==> config.mk <==
export PLATFORM = sky130hd
export DESIGN_NAME = pocket_computer_memory_map_and_keys
export DESIGN_NICKNAME = d
export VERILOG_FILES = /design/src/hw/rtl/pcmk_pkg.sv /design/src/hw/rtl/pocket_computer_memory_map_and_keys.sv /design/src/hw/rtl/pcmk_decode.sv
export VERILOG_INCLUDE_DIRS = /design/src /design/src/hw/rtl
export SDC_FILE = /design/constraint.sdc
export NUM_CORES = 1
export LEC_CHECK = 0
export CORE_AREA = 5 5 123 125
export CTS_CLUSTER_DIAMETER = 30
export DETAILED_ROUTE_END_ITERATION = 16
export DIE_AREA = 0 0 128 130
export DONT_BUFFER_PORTS = 1
export GPL_ROUTABILITY_DRIVEN = 0
export PLACE_DENSITY = 0.75
export SLEW_MARGIN = 20
export SYNTH_ARGS = -nofsm -noshare
export SYNTH_HDL_FRONTEND = slang
export SYNTH_HIERARCHICAL = 1
export SYNTH_SLANG_ARGS = --single-unit
export TNS_END_PERCENT = 5
==> constraint.sdc <==
create_clock -name clk -period 4.7 [get_ports clk]
set_clock_uncertainty 0.15 [all_clocks]
set_input_delay 0 -clock clk [delete_from_list [all_inputs] [get_ports clk]]
set_output_delay 0 -clock clk [all_outputs]
set_load 0.01 [all_outputs]
==> src/hw/rtl/assert_macros.svh <==
// assertion macros used by the rtl top level
`ifndef ASSERT_MACROS_SVH
`define ASSERT_MACROS_SVH

// property checked on every rising clk edge, off while reset is asserted
`define ASSERT_ON(label, prop, msg) \
	label: assert property (@(posedge clk) disable iff (!arst_n) (prop)) else $error(msg);

// condition that must never be seen on a rising clk edge outside reset
`define ASSERT_NEVER(label, cond, msg) \
	label: assert property (@(posedge clk) disable iff (!arst_n) !(cond)) else $error(msg);

`endif

==> src/hw/rtl/pcmk_pkg.sv <==
// shared types, codes and constants of the memory map and keyboard block
package pcmk_pkg;

	localparam int MatrixLines = 13;
	localparam int LineW = 4;

	typedef enum logic [1:0] {
		ACT_CPU_WRITE = 2'd0,
		ACT_CPU_READ  = 2'd1,
		ACT_PORT_READ = 2'd2,
		ACT_KEY_EVENT = 2'd3
	} action_t;

	localparam logic [15:0] LCD_BASE    = 16'h3000;
	localparam logic [15:0] LCD_LAST    = 16'h30FF;
	localparam logic [15:0] IO_LAST     = 16'h3BFF;
	localparam logic [15:0] BANK_BASE   = 16'h3C00;
	localparam logic [15:0] BANK_LAST   = 16'h3DFF;
	localparam logic [15:0] STROBE_BASE = 16'h3E00;
	localparam logic [15:0] STROBE_LAST = 16'h3FFF;
	localparam logic [15:0] ROM_BASE    = 16'h4000;
	localparam logic [15:0] ROM_LAST    = 16'h7FFF;
	localparam logic [15:0] RAM_BASE    = 16'h8000;
	localparam logic [15:0] EXT_LAST    = 16'hDFFF;
	localparam logic [16:0] ROM_OFFSET  = 17'h0C000;
	localparam logic [16:0] MIRROR_BASE = 17'h0E000;
	localparam logic [7:0]  BANK_MIN    = 8'h09;
	localparam logic [7:0]  BANK_MAX    = 8'h0B;
	localparam logic [7:0]  BANK_ZERO_A = 8'h00;
	localparam logic [7:0]  BANK_ZERO_B = 8'h08;

	// result of decoding one cpu access
	typedef struct packed {
		logic [16:0] mapped;
		logic        wr;
		logic        dirty;
		logic [7:0]  off;
		logic        bank_we;
		logic [1:0]  bank_val;
		logic        strobe_we;
	} dec_t;

	// columns wired for each matrix line
	function automatic logic [7:0] wired_cols(input logic [LineW-1:0] line);
		logic [7:0] cols;
		unique case (line)
			4'd0:                   cols = 8'h1F;
			4'd1, 4'd2, 4'd3:       cols = 8'hFF;
			4'd4, 4'd5, 4'd6:       cols = 8'hEF;
			4'd7:                   cols = 8'hFE;
			4'd8:                   cols = 8'hFC;
			4'd9:                   cols = 8'hF8;
			4'd10:                  cols = 8'hF0;
			4'd11:                  cols = 8'hE0;
			4'd12:                  cols = 8'h80;
			default:                cols = 8'h00;
		endcase
		return cols;
	endfunction

endpackage

==> src/hw/rtl/pocket_computer_memory_map_and_keys.sv <==
// top level: pocket computer address decoder, rom bank switch and key matrix
// One request per clock unless out_ready stalls. Each accepted request is decoded
// in the cycle it is accepted, from the bank, strobe and key matrix registers as
// they stand, and its result appears on the output register in the next cycle;
// the registers themselves take the request's side effects at the same edge, so
// the next request already sees them. Input is taken whenever the output register
// is empty or is being emptied in the same cycle, so with out_ready held high the
// block runs at one request per cycle.
// The extended-ram bit is written through the cfg channel, which is always
// ready. The 13 x 8 key matrix is plain flip-flops cleared by reset.
`include "assert_macros.svh"

module pocket_computer_memory_map_and_keys (
	input  logic        clk,
	input  logic        arst_n,

	// configuration write channel
	input  logic        cfg_valid,
	output logic        cfg_ready,
	input  logic        cfg_data,

	// request channel
	input  logic        in_valid,
	output logic        in_ready,
	input  logic [1:0]  action,
	input  logic [15:0] address,
	input  logic [7:0]  write_data,
	input  logic [5:0]  port_a_lines,
	input  logic [3:0]  key_line,
	input  logic [2:0]  key_column,
	input  logic        key_pressed,

	// result channel
	output logic        out_valid,
	input  logic        out_ready,
	output logic [16:0] mapped_address,
	output logic        writable,
	output logic        lcd_dirty,
	output logic [7:0]  lcd_offset,
	output logic [7:0]  port_a_data
);

	// state
	logic       ext_ram_q;
	logic [1:0] rom_bank_q;
	logic [6:0] key_strobe_q;
	logic       port_high_q;
	logic [7:0] key_matrix_q [pcmk_pkg::MatrixLines];

	// output register
	logic        out_valid_q;
	logic [16:0] mapped_s1;
	logic        writable_s1;
	logic        dirty_s1;
	logic [7:0]  offset_s1;
	logic [7:0]  port_s1;

	logic           accept;
	pcmk_pkg::dec_t dec;
	logic           is_write;
	logic           is_read;
	logic           is_port;
	logic           is_key;
	logic [7:0]     port_or;
	logic [7:0]     key_bit;
	logic           key_hit;
	logic           unwired_set;

	assign cfg_ready = 1'b1;
	assign in_ready  = !out_valid_q || out_ready;
	assign accept    = in_valid && in_ready;

	assign is_write = (action == pcmk_pkg::ACT_CPU_WRITE);
	assign is_read  = (action == pcmk_pkg::ACT_CPU_READ);
	assign is_port  = (action == pcmk_pkg::ACT_PORT_READ);
	assign is_key   = (action == pcmk_pkg::ACT_KEY_EVENT);

	pcmk_decode u_decode (
		.ext_ram    (ext_ram_q),
		.rom_bank   (rom_bank_q),
		.address    (address),
		.write_data (write_data),
		.dec        (dec)
	);

	// port a: or of the columns on every active line, strobe lines 0-6 and
	// port lines 7-12, plus the high port bit
	always_comb begin
		port_or = {port_high_q, 7'd0};
		for (int i = 0; i < 7; i++) begin
			if (key_strobe_q[i]) begin
				port_or = port_or | key_matrix_q[i];
			end
		end
		for (int i = 0; i < 6; i++) begin
			if (port_a_lines[i]) begin
				port_or = port_or | key_matrix_q[7 + i];
			end
		end
	end

	// key event: lines beyond the matrix and unwired columns are dropped
	assign key_bit = 8'd1 << key_column;
	assign key_hit = (key_line < 4'(pcmk_pkg::MatrixLines))
		&& ((pcmk_pkg::wired_cols(key_line) & key_bit) != 8'd0);

	// configuration register
	always_ff @(posedge clk or negedge arst_n) begin
		if (!arst_n) begin
			ext_ram_q <= 1'b0;
		end else if (cfg_valid && cfg_ready) begin
			ext_ram_q <= cfg_data;
		end
	end

	// bank, strobe and high port bit, changed by writes
	always_ff @(posedge clk or negedge arst_n) begin
		if (!arst_n) begin
			rom_bank_q   <= 2'd0;
			key_strobe_q <= 7'd0;
			port_high_q  <= 1'b0;
		end else if (accept && is_write) begin
			if (dec.bank_we) begin
				rom_bank_q <= dec.bank_val;
			end
			if (dec.strobe_we) begin
				key_strobe_q <= write_data[6:0];
				port_high_q  <= write_data[7];
			end
		end
	end

	// key matrix, one cell per key event
	always_ff @(posedge clk or negedge arst_n) begin
		if (!arst_n) begin
			for (int i = 0; i < pcmk_pkg::MatrixLines; i++) begin
				key_matrix_q[i] <= 8'd0;
			end
		end else if (accept && is_key && key_hit) begin
			if (key_pressed) begin
				key_matrix_q[key_line] <= key_matrix_q[key_line] | key_bit;
			end else begin
				key_matrix_q[key_line] <= key_matrix_q[key_line] & ~key_bit;
			end
		end
	end

	// result register; fields an action does not produce are zero
	always_ff @(posedge clk or negedge arst_n) begin
		if (!arst_n) begin
			out_valid_q <= 1'b0;
		end else if (in_ready) begin
			out_valid_q <= in_valid;
		end
	end

	always_ff @(posedge clk) begin
		if (accept) begin
			mapped_s1   <= (is_write || is_read) ? dec.mapped : 17'd0;
			writable_s1 <= is_write && dec.wr;
			dirty_s1    <= is_write && dec.dirty;
			offset_s1   <= is_write ? dec.off : 8'd0;
			port_s1     <= is_port ? port_or : 8'd0;
		end
	end

	assign out_valid      = out_valid_q;
	assign mapped_address = mapped_s1;
	assign writable       = writable_s1;
	assign lcd_dirty      = dirty_s1;
	assign lcd_offset     = offset_s1;
	assign port_a_data    = port_s1;

	// any pressed cell outside the wired columns
	always_comb begin
		unwired_set = 1'b0;
		for (int i = 0; i < pcmk_pkg::MatrixLines; i++) begin
			if ((key_matrix_q[i] & ~pcmk_pkg::wired_cols(4'(i))) != 8'd0) begin
				unwired_set = 1'b1;
			end
		end
	end

	// checks
	`ASSERT_NEVER(a_unwired_key, unwired_set, "key set at an unwired matrix position")
	`ASSERT_ON(a_dirty_writable, out_valid && lcd_dirty |-> writable, "display write not writable")
	`ASSERT_ON(a_port_only, out_valid && port_a_data != 8'd0 |-> !writable && mapped_address == 17'd0, "port data on a cpu access")
	`ASSERT_ON(a_strobe_load, accept && is_write && address >= pcmk_pkg::STROBE_BASE && address <= pcmk_pkg::STROBE_LAST |=> key_strobe_q == $past(write_data[6:0]), "strobe write not taken")

endmodule

==> src/hw/rtl/pcmk_decode.sv <==
// address translation and write decode of one cpu access
module pcmk_decode (
	input  logic              ext_ram,
	input  logic [1:0]        rom_bank,
	input  logic [15:0]       address,
	input  logic [7:0]        write_data,
	output pcmk_pkg::dec_t    dec
);

	logic ext_hit;

	assign ext_hit = ext_ram && (address >= pcmk_pkg::RAM_BASE)
		&& (address <= pcmk_pkg::EXT_LAST);

	always_comb begin
		dec = '0;

		// translation
		if (ext_hit) begin
			dec.mapped = {1'b0, address};
		end else if (address >= pcmk_pkg::ROM_BASE && address <= pcmk_pkg::ROM_LAST) begin
			dec.mapped = {1'b0, address} + pcmk_pkg::ROM_OFFSET + {1'b0, rom_bank, 14'd0};
		end else if (address >= pcmk_pkg::RAM_BASE) begin
			dec.mapped = pcmk_pkg::MIRROR_BASE | {4'd0, address[12:0]};
		end else begin
			dec.mapped = {1'b0, address};
		end

		// write side effects
		priority if (ext_hit) begin
			dec.wr = 1'b1;
		end else if (address < pcmk_pkg::LCD_BASE) begin
			dec.wr = 1'b0;
		end else if (address <= pcmk_pkg::LCD_LAST) begin
			dec.wr    = 1'b1;
			dec.dirty = 1'b1;
			dec.off   = address[7:0];
		end else if (address <= pcmk_pkg::IO_LAST) begin
			dec.wr = 1'b1;
		end else if (address <= pcmk_pkg::BANK_LAST) begin
			dec.wr = 1'b1;
			if (write_data == pcmk_pkg::BANK_ZERO_A || write_data == pcmk_pkg::BANK_ZERO_B) begin
				dec.bank_we  = 1'b1;
				dec.bank_val = 2'd0;
			end else if (write_data >= pcmk_pkg::BANK_MIN
				&& write_data <= pcmk_pkg::BANK_MAX) begin
				// 0x09..0x0b give banks 1..3
				dec.bank_we  = 1'b1;
				dec.bank_val = write_data[1:0];
			end
		end else if (address <= pcmk_pkg::STROBE_LAST) begin
			dec.wr        = 1'b1;
			dec.strobe_we = 1'b1;
		end else if (address <= pcmk_pkg::ROM_LAST) begin
			dec.wr = 1'b0;
		end else begin
			dec.wr = 1'b1;
		end
	end

endmodule

# Word-level counts from Yosys, hierarchy flattened
# Memories as Yosys holds them, arrays and structs flattened.
# Index checks and enable logic that the tools add are counted.
[totals] regBits=151 mem_bits_ro=128 in_bits=46 output_inout_bits=38 n_memories=1
[op_classes] add_sub_neg=2 order_cmp=14 n_eq_ne=4 shift=1 n_mux=41 bitwise_logic=21 n_reduce_logical=23
[mem_list] name="(no name shown)" words=16 width=8 rd=1 rd_clocked_by_memory_dff=0 write_ports=0 line_no="pcmk_pkg.sv:46" text="unique case (line)"
[ops] operator="$bwmux W104" count=2
[ops] operator="$mux W8" count=16
[ops] operator="$or A8 B8 Y8" count=14
[ops] operator="$mux W104" count=1
[ops] operator="$le A16 B14 Y1 const B" count=4
[ops] operator="$bmux W8 S4" count=1
[ops] operator="$demux W8 S4" count=1
[ops] operator="$mux W16" count=2
[ops] operator="$mux W13" count=2
[ops] operator="$add A16 B16 Y17 const B" count=1
[ops] operator="$add A17 B16 Y17" count=1
[ops] operator="$mux W17" count=1
[ops] operator="$and A8 B8 Y8" count=2
[ops] operator="$ge A16 B15 Y1 const B" count=1
[ops] operator="$ge A16 B16 Y1 const B" count=1
[ops] operator="$le A16 B15 Y1 const B" count=1
[ops] operator="$le A16 B16 Y1 const B" count=1
[ops] operator="$lt A16 B14 Y1 const B" count=1
[ops] operator="$logic_and A1 B1 Y1" count=12
[ops] operator="$mux W1" count=9
[ops] operator="$mux W3" count=3
[ops] operator="$mux W9" count=1
[ops] operator="$eq A8 B4 Y1 const B" count=1
[ops] operator="$ge A8 B4 Y1 const B" count=1
[ops] operator="19 further kinds" count=26

# Depth between registers and ports, before layout
# Gate-level depths: netlist of the first run.
[logic_depth] word_depth=26 mapped_depth=9 ltp_nobuf=7

# Cells and area by module
# Netlist of the first run, hierarchy kept.
[by_module_without_submodules] module="pocket_computer_memory_map_and_keys" instances=1 cells_each=509 area_per_inst_um2=7094.3 seq_area_each_um2=3953.8
[by_module_without_submodules] module="pcmk_decode" instances=1 cells_each=57 area_per_inst_um2=369.1 seq_area_each_um2=0.0

# Least setup slack after synthesis of the first run
# Ideal clock, no wire load.
[synth_path] path_type="register to register" start="register out_valid_q (netlist: out_valid)" end="register key_strobe_q[0]" arrival_time_ps=2324 setup_slack_ps=2101 stages_incl_launch_ff=5 path_buffers=0 cell_sequence="dfrtp_1 > nand2b_2 > and2_1 > nand3_1 > mux2_2"
[synth_between] elab_chain_len=5
[synth_rtl] item="start: declaration" line_no="pocket_computer_memory_map_and_keys.sv:51" text="logic out_valid_q;"
[synth_rtl] item="start signal: assignment" line_no="pocket_computer_memory_map_and_keys.sv:153" text="out_valid_q <= in_valid;"
[synth_rtl] item="$logic_not A1 Y1" line_no="pocket_computer_memory_map_and_keys.sv:70" text="assign in_ready = !out_valid_q || out_ready;"
[synth_rtl] item="$logic_or A1 B1 Y1" line_no="pocket_computer_memory_map_and_keys.sv:70"
[synth_rtl] item="via in_ready" line_no="pocket_computer_memory_map_and_keys.sv:24" text="output logic in_ready,"
[synth_rtl] item="$logic_and A1 B1 Y1" line_no="pocket_computer_memory_map_and_keys.sv:71" text="assign accept = in_valid && in_ready;"
[synth_rtl] item="via accept" line_no="pocket_computer_memory_map_and_keys.sv:58" text="logic accept;"
[synth_rtl] item="$logic_and A1 B1 Y1" line_no="pocket_computer_memory_map_and_keys.sv:122" text="end else if (accept && is_write) begin"
[synth_rtl] item="$reduce_and A2 Y1 (no source line)"
[synth_rtl] item="end signal: assignment" line_no="pocket_computer_memory_map_and_keys.sv:127" text="key_strobe_q <= write_data[6:0];"
[synth_rtl] item="end: declaration" line_no="pocket_computer_memory_map_and_keys.sv:46" text="logic [6:0] key_strobe_q;"
# The timed path passes the listed nets, and every way through them passes these cells.
# A chain may end at the register's enable or synchronous reset.

# Worst setup path after layout of the first run
[layout_path] start="input key_line[3]" end="register key_matrix_q[76] (netlist bit)"
[layout_between] elab_chain_len=7
[layout_rtl] item="start: declaration" line_no="pocket_computer_memory_map_and_keys.sv:29" text="input logic [3:0] key_line,"
[layout_rtl] item="$not A4 Y5" line_no="pocket_computer_memory_map_and_keys.sv:141, pocket_computer_memory_map_and_keys.sv:143"
[layout_rtl] item="$ge A5 B5 Y1 (implied by the code), or another cell as far along" line_no="pocket_computer_memory_map_and_keys.sv:141, pocket_computer_memory_map_and_keys.sv:143"
[layout_rtl] item="$logic_and A1 B1 Y1 (implied by the code) or $mux W8 (tied branches)" line_no="pocket_computer_memory_map_and_keys.sv:141, pocket_computer_memory_map_and_keys.sv:143"
[layout_rtl] item="$mux W8 (implied by the code)" line_no="pocket_computer_memory_map_and_keys.sv:141, pocket_computer_memory_map_and_keys.sv:143"
[layout_rtl] item="$demux W8 S4, or another cell as far along" line_no="pocket_computer_memory_map_and_keys.sv:141, pocket_computer_memory_map_and_keys.sv:143"
[layout_rtl] item="$bwmux W104, on equally long branches" line_no="pocket_computer_memory_map_and_keys.sv:143, pocket_computer_memory_map_and_keys.sv:141"
[layout_rtl] item="$mux W104" line_no="pocket_computer_memory_map_and_keys.sv:140" text="if (key_pressed) begin"
[layout_rtl] item="end signal: indexed assignment" line_no="pocket_computer_memory_map_and_keys.sv:141" text="key_matrix_q[key_line] <= key_matrix_q[key_line] | key_bit;"
[layout_rtl] item="end signal: indexed assignment" line_no="pocket_computer_memory_map_and_keys.sv:143" text="key_matrix_q[key_line] <= key_matrix_q[key_line] & ~key_bit;"
[layout_rtl] item="end: declaration" line_no="pocket_computer_memory_map_and_keys.sv:48" text="logic [7:0] key_matrix_q [pcmk_pkg::MatrixLines];"
# Several ways; a longest one is shown, not always the timed one. The select of a mux whose other input is x is not followed.

==> flow_summary_export.csv, run 1 <==
group,metric,value,unit
run_status,run_status,"finished with violations",
run_status,violations,"negative hold slack",
grt,grtUsageTotal,0.2476,
grt,grt_max_degree,117,
worst_setup_path,crit_type,"in -> reg",
cts,cts_setup_buffers,0,
grt,grt_antenna_before_repair,0,
worst_setup_path,worstPathMaxFanout,12,
worst_setup_path,critPathSlowestCell,"dlygate4sd3_1",
cells_and_area,utilization,0.6224,
cells_and_area,area_growth,14.85,%
worst_setup_path,crit_path_end_kind,"flip-flop",
placement,dpl_worst_slack,1.911,ns
timing,timing.final.crit_share,0.6135,
yosys,synth_area_leaders,"dfrtp_1, edfxtp_1, mux2_2, mux4_2, clkbuf_1",
route,drt-pass1-iter-count,8,
yosys,synthesis.nets,615,
cells_and_area,layout-drive-gt1-share,0.2798,
placement,io_buffers,0,
yosys,synth-main-ff-cell,"dfrtp_1",
power,power.leakage,3.726,nW
timing,fmax,346.8,MHz
yosys,ys_top_cells_by_count,"dfrtp_1, mux2_2, clkbuf_1",
cts,root_buffer,"clkbuf_16",
cells_and_area,fin_cells,760,
floorplanning,die_w,128,um
timing,post-route-worst-setup-slack,1.817,ns
grt,grt_first_pass_wirelength,30.82,mm
timing,tightest_slew,1.011,ns
yosys,yosys.area.top_type,"dfrtp_1",
worst_setup_path,path_cells,"dlygate4sd3_1, nand2_1, nor3_2, a222oi_1, o21ai_0, o31a_1, dlygate4sd3_1, mux2_2",
worst_setup_path,slowest_delay,0.89,ns
floorplanning,rows,43,
route,drc_errors,0,
timing,timing.final.crit_period,2.883,ns
cts,cts_made_buffers,17,
grt,grt.overflow.total,0,
cts,path_clk_slew,0.06,ns
timing,setup-tns-final,0,ns
floorplanning,io_pins,84,
worst_setup_path,arrival,3.09,ns
yosys,yosysUniqueCellTypes,50,
yosys,synth.ff_latch_count,151,
floorplanning,die_y,130,um
timing,rsz0062_at_grt,"no",
route,routed_via_density,6.812,
yosys,netlist_instances,566,
timing,timing.slew.headroom,0.3212,
timing,hold_violations,8,
route,drt_iter0_drc,710,
yosys,async_flop_share,0.7682,
placement,place_inst,670,
yosys,netlist.area_leader.share,0.3889,
route,routedWlPerCell,26.53,um
worst_setup_path,crit_required,4.91,ns
min_path,min_path_type,"in -> async",
yosys,syn_area,7463,um^2
cts,tritoncts,"built",
power,irDropWorstVdd,278.4,uV
yosys,synth-edff-count,35,
flow_run,maxCapViolCount,0,
power,p_per_area,356.8,nW/um^2
floorplanning,initial_core_util,0.5419,
grt,grt_pass1_vias,5208,
cts,clk_latency,0.42,ns
floorplanning,fp.dieArea,16640,um^2
yosys,yosysMostFrequentCell,"dfrtp_1",
yosys,syn_avg_cell_area,13.19,um^2
route,num_vias,5177,
timing,finalSetupViolations,0,
yosys,yosysWarnings,6,
cells_and_area,final_nets,615,
route,wl,20.17,mm
yosys,seq_area_frac_synth,0.5298,
worst_setup_path,crit_top_cell,"dlygate4sd3_1",
timing,report.final.slew_viol_count,0,
cts,clock_sinks,151,
route,detail-route-antenna-nets,0,
worst_setup_path,start_kind,"input pin",
cts,clockBufferDepth,2,
floorplanning,core-area,13770,um^2
cts,cts_max_level,4,
placement,hpwl,12.43,mm
timing,whs,-0.004567,ns
cells by family (layout without fill, tap and decap cells):
kind of cell    Yosys count  after routing  synth area share
flops                   151            151            0.5298
fa+ha+maj                 3              3          0.005030
buf+inv                  88            101           0.05599
other cells               1              2         0.0005025
xor+xnor                  1              1          0.001174
compound gates           90             90           0.09707
mux                     119            119            0.2179
simple gates            113            113           0.09254
sequential cells by signal, summed over array words and instances, names as in the netlist, 2 cells and up:
name / flops
lcd_offset: 8
rom_bank_q: 2
key_matrix_q: 104
mapped_address: 17
key_strobe_q: 7
port_a_data: 8
report_power, final:
group | total [mW] | switching (mW) | internal, mW
registers | 1.42 | 0.0376 | 1.38
clock network | 1.45 | 0.538 | 0.910
logic | 0.191 | 0.103 | 0.0879
total | 3.06 | 0.679 | 2.38
worst max-delay path, delay by kind of cell:
family          cells  cell delay [ns]
buf+inv             2             1.63
simple gates        2             0.73
mux                 1             0.22
compound gates      3             0.51
per-layer routing:
metal  part of all wire  GRT usage
met1               0.38     0.3088
met2               0.46     0.3879
met3               0.11    0.08473
met4              0.057     0.1242
met5                  0          0
through the flow:
step / area, um^2 / total power, mW
floorplan: 7463 / 1.558
global placement: 7338 / 1.552
detailed placement: 7338 / 1.558
CTS: 8563 / 3.063
global route: 8569 / 3.148
finish: 8572 / 3.059
layout by cell type (no fill, tap or decap), types with 9 or more instances in the layout:
cell	instances
a31oi_1	9
nand2_1	18
nor2b_1	20
a221oi_1	19
edfxtp_1	35
dfrtp_1	116
inv_1	11
mux4_2	24
nand2b_1	10
a222oi_1	13
a22o_1	9
nor2_1	14
clkbuf_16	18
and2_1	18
mux2_2	80
dlygate4sd3_1	56
a22oi_1	15
layout make-up:
cell class	instances	area [um^2]
clock buffers	22	495.5
well taps	180	225.2
repair buffers	58	595.6
fillers	1028	5201
clock inverters	10	141.4
flip-flops and latches	151	3954
inverters	11	41.29
diodes	1	2.502
multi-input cells	327	3117
path summary, 6_finish.rpt:
check | startpoint | cells after the start | slack (ns) | endpoint
worst min-delay path | arst_n | 2 | -0.005 | key_matrix_q[19]
max in group asynchronous | arst_n | 2 | 3.91 | ext_ram_q
min in group clk | address[9] | 4 | 0.01 | key_strobe_q[4]
worst max register to register | out_valid | 6 | 1.86 | key_matrix_q[95]
worst min register to register | key_matrix_q[52] | 0 | 0.24 | key_matrix_q[52]
worst max-delay path | key_line[3] | 8 | 1.82 | key_matrix_q[76]
what timing repair did:
action                                 CTS  global route
resized for setup                        0             0
hold buffers                            57             0
endpoints found under the hold margin  227             0
Note: power is estimated with default switching activity, not from simulation.
==> run 2: changes to the inputs <==
clock period = 2.7 ns   (was 4.7 ns; I/O delays follow)
==> flow_summary_export.csv, run 2 (synthesis results as in run 1) <==
group,metric,value,unit
worst_setup_path,crit_type,"reg -> reg",
timing,timing.final.crit_share,0.9749,
cts,clock_sinks,151,
worst_setup_path,critPathSlowestCell,"dlygate4sd3_1",
placement,hpwl,12.77,mm
cts,path_clk_slew,0.06,ns
timing,rsz0062_at_grt,"no",
cts,clk_latency,0.43,ns
timing,setup-tns-final,0,ns
floorplanning,core-area,13770,um^2
cts,clockBufferDepth,2,
cells_and_area,largest_reg_flops,104,
min_path,min_path_type,"in -> async",
worst_setup_path,slowest_delay,0.59,ns
placement,dpl_cell_area,7463,um^2
power,p_total,5.079,mW
grt,grt_first_pass_wirelength,31.35,mm
grt,grtUsageTotal,0.2521,
cells_and_area,finalInstanceArea,8605,um^2
floorplanning,rows,43,
worst_setup_path,crit_path_end_kind,"flip-flop",
floorplanning,io_pins,84,
floorplanning,die_y,130,um
cells_and_area,antennaDiodeCount,0,
timing,finalSetupViolations,0,
cts,cts_hold_buf,56,
cells_and_area,multi_input_area,3100,um^2
worst_setup_path,worstPathMaxFanout,9,
timing,tightest_slew,1.041,ns
cells_and_area,regMostFlops,"key_matrix_q",
grt,grt_pass1_vias,5342,
cells_and_area,ff_latch_area,3955,um^2
cells_and_area,fillers,1019,
floorplanning,initial_core_util,0.5419,
worst_setup_path,crit_top_cell,"dlygate4sd3_1",
floorplanning,fp.dieArea,16640,um^2
power,irDropWorstVdd,470.9,uV
worst_setup_path,r2r_end,"port_a_data[2]",
route,num_vias,5185,
cells_and_area,mostFrequentLayoutCell,"dfrtp_1",
cells_and_area,area_growth,15.29,%
placement,io_buffers,0,
grt,grt.overflow.total,0,
worst_setup_path,rr_worst_depth,4,
worst_setup_path,crit_required,2.73,ns
route,detail-route-antenna-nets,0,
timing,timing.slew.headroom,0.3028,
run_status,violations,"negative hold slack",
run_status,run_status,"finished with violations",
cts,cts_max_level,4,
route,routedWlPerCell,25.89,um
worst_setup_path,r2r_slack,0.07,ns
timing,timing.final.crit_period,2.632,ns
route,drt-pass1-iter-count,8,
worst_setup_path,path_cells,"a222oi_1, dlygate4sd3_1, a31oi_1, dlygate4sd3_1",
grt,grt_antenna_before_repair,0,
worst_setup_path,rr_startpoint,"key_strobe_q[5]",
timing,hold_violations,116,
grt,grt_max_degree,117,
route,routed_via_density,6.673,
timing,report.final.slew_viol_count,0,
cts,cts_made_buffers,17,
power,power.leakage,3.785,nW
worst_setup_path,start_kind,"flip-flop",
route,drt_iter0_drc,736,
timing,fmax,379.9,MHz
route,wl,20.11,mm
route,drc_errors,0,
worst_setup_path,arrival,2.66,ns
cts,root_buffer,"clkbuf_16",
cells_and_area,layout-drive-gt1-share,0.2998,
flow_run,maxCapViolCount,0,
cells_and_area,layout_common_cells,"dfrtp_1, mux2_2, dlygate4sd3_1",
cts,tritoncts,"built",
power,p_per_area,590.2,nW/um^2
floorplanning,die_w,128,um
cells_and_area,final_nets,633,
timing,whs,-0.8873,ns
-- run 2: cell types whose count changed in the layout (fill, tap and decap cells not counted), sizes merged --
cell	delta
buf	+18
inv	+2
bufinv	-1
clkbuf	-1
diode	-1
dlygate4sd3	-1
dlymetal6s4s	+1
-- run 2: critical path: cells and delay by family (launching register included) --
family          cells  cell delay (ns)
compound gates      2             0.47
buf+inv             2             1.18
flops               1             0.58
-- run 2: through the flow --
step	setup slack [ns]	hold slack, ns	std cells	util
finish	0.06779	-0.8873	777	0.6247
global route	0.05052	-0.9091	777	0.6247
CTS	0.05073	-0.8931	777	0.6236
detailed placement	0.1332	-0.4424	689	0.5419
global placement	0.1810	-0.4411	689	0.5419
floorplan	0.1012	-0.4456	566	-
-- run 2: how the worst max path moves through the flow --
stage                         start               end  slack, ns  depth (start not counted)
floorplan                 out_valid   key_strobe_q[0]       0.10                          4
detailed placement        out_valid  key_matrix_q[29]       0.13                          7
CTS                       action[1]   key_strobe_q[5]       0.05                          5
global route        key_strobe_q[3]    port_a_data[1]       0.05                          4
global placement          out_valid  key_matrix_q[66]       0.18                          6
finish              key_strobe_q[5]    port_a_data[2]       0.07                          4
-- run 2: area by class of cell --
cell class / count / area share
Sequential cell: 151 / 0.4596
Multi-Input combinational cell: 327 / 0.3603
Timing Repair Buffer: 76 / 0.08332
Clock buffer: 21 / 0.05119
Tap cell: 180 / 0.02617
Clock inverter: 11 / 0.01454
Inverter: 11 / 0.004799
-- run 2: routing by layer --
layer,share of wire,global-route usage,vias up
li1,-,-,2147
met1,0.38,0.3194,2611
met2,0.48,0.4017,338
met3,0.090,0.07736,89
met4,0.049,0.1149,0
met5,0,0,-
-- run 2: timing repair --
action,4_1_cts,5_1_grt
endpoints found under the setup margin,0,16
buffers inserted,0,0
endpoints found under the hold margin,237,116
gates resized for setup,0,5
-- run 2: where the power goes --
part,leakage [nW],switching (mW),internal [mW]
Combinational,1.56,0.148,0.155
Sequential,1.95,0.0660,2.41
Clock,0.272,0.942,1.36
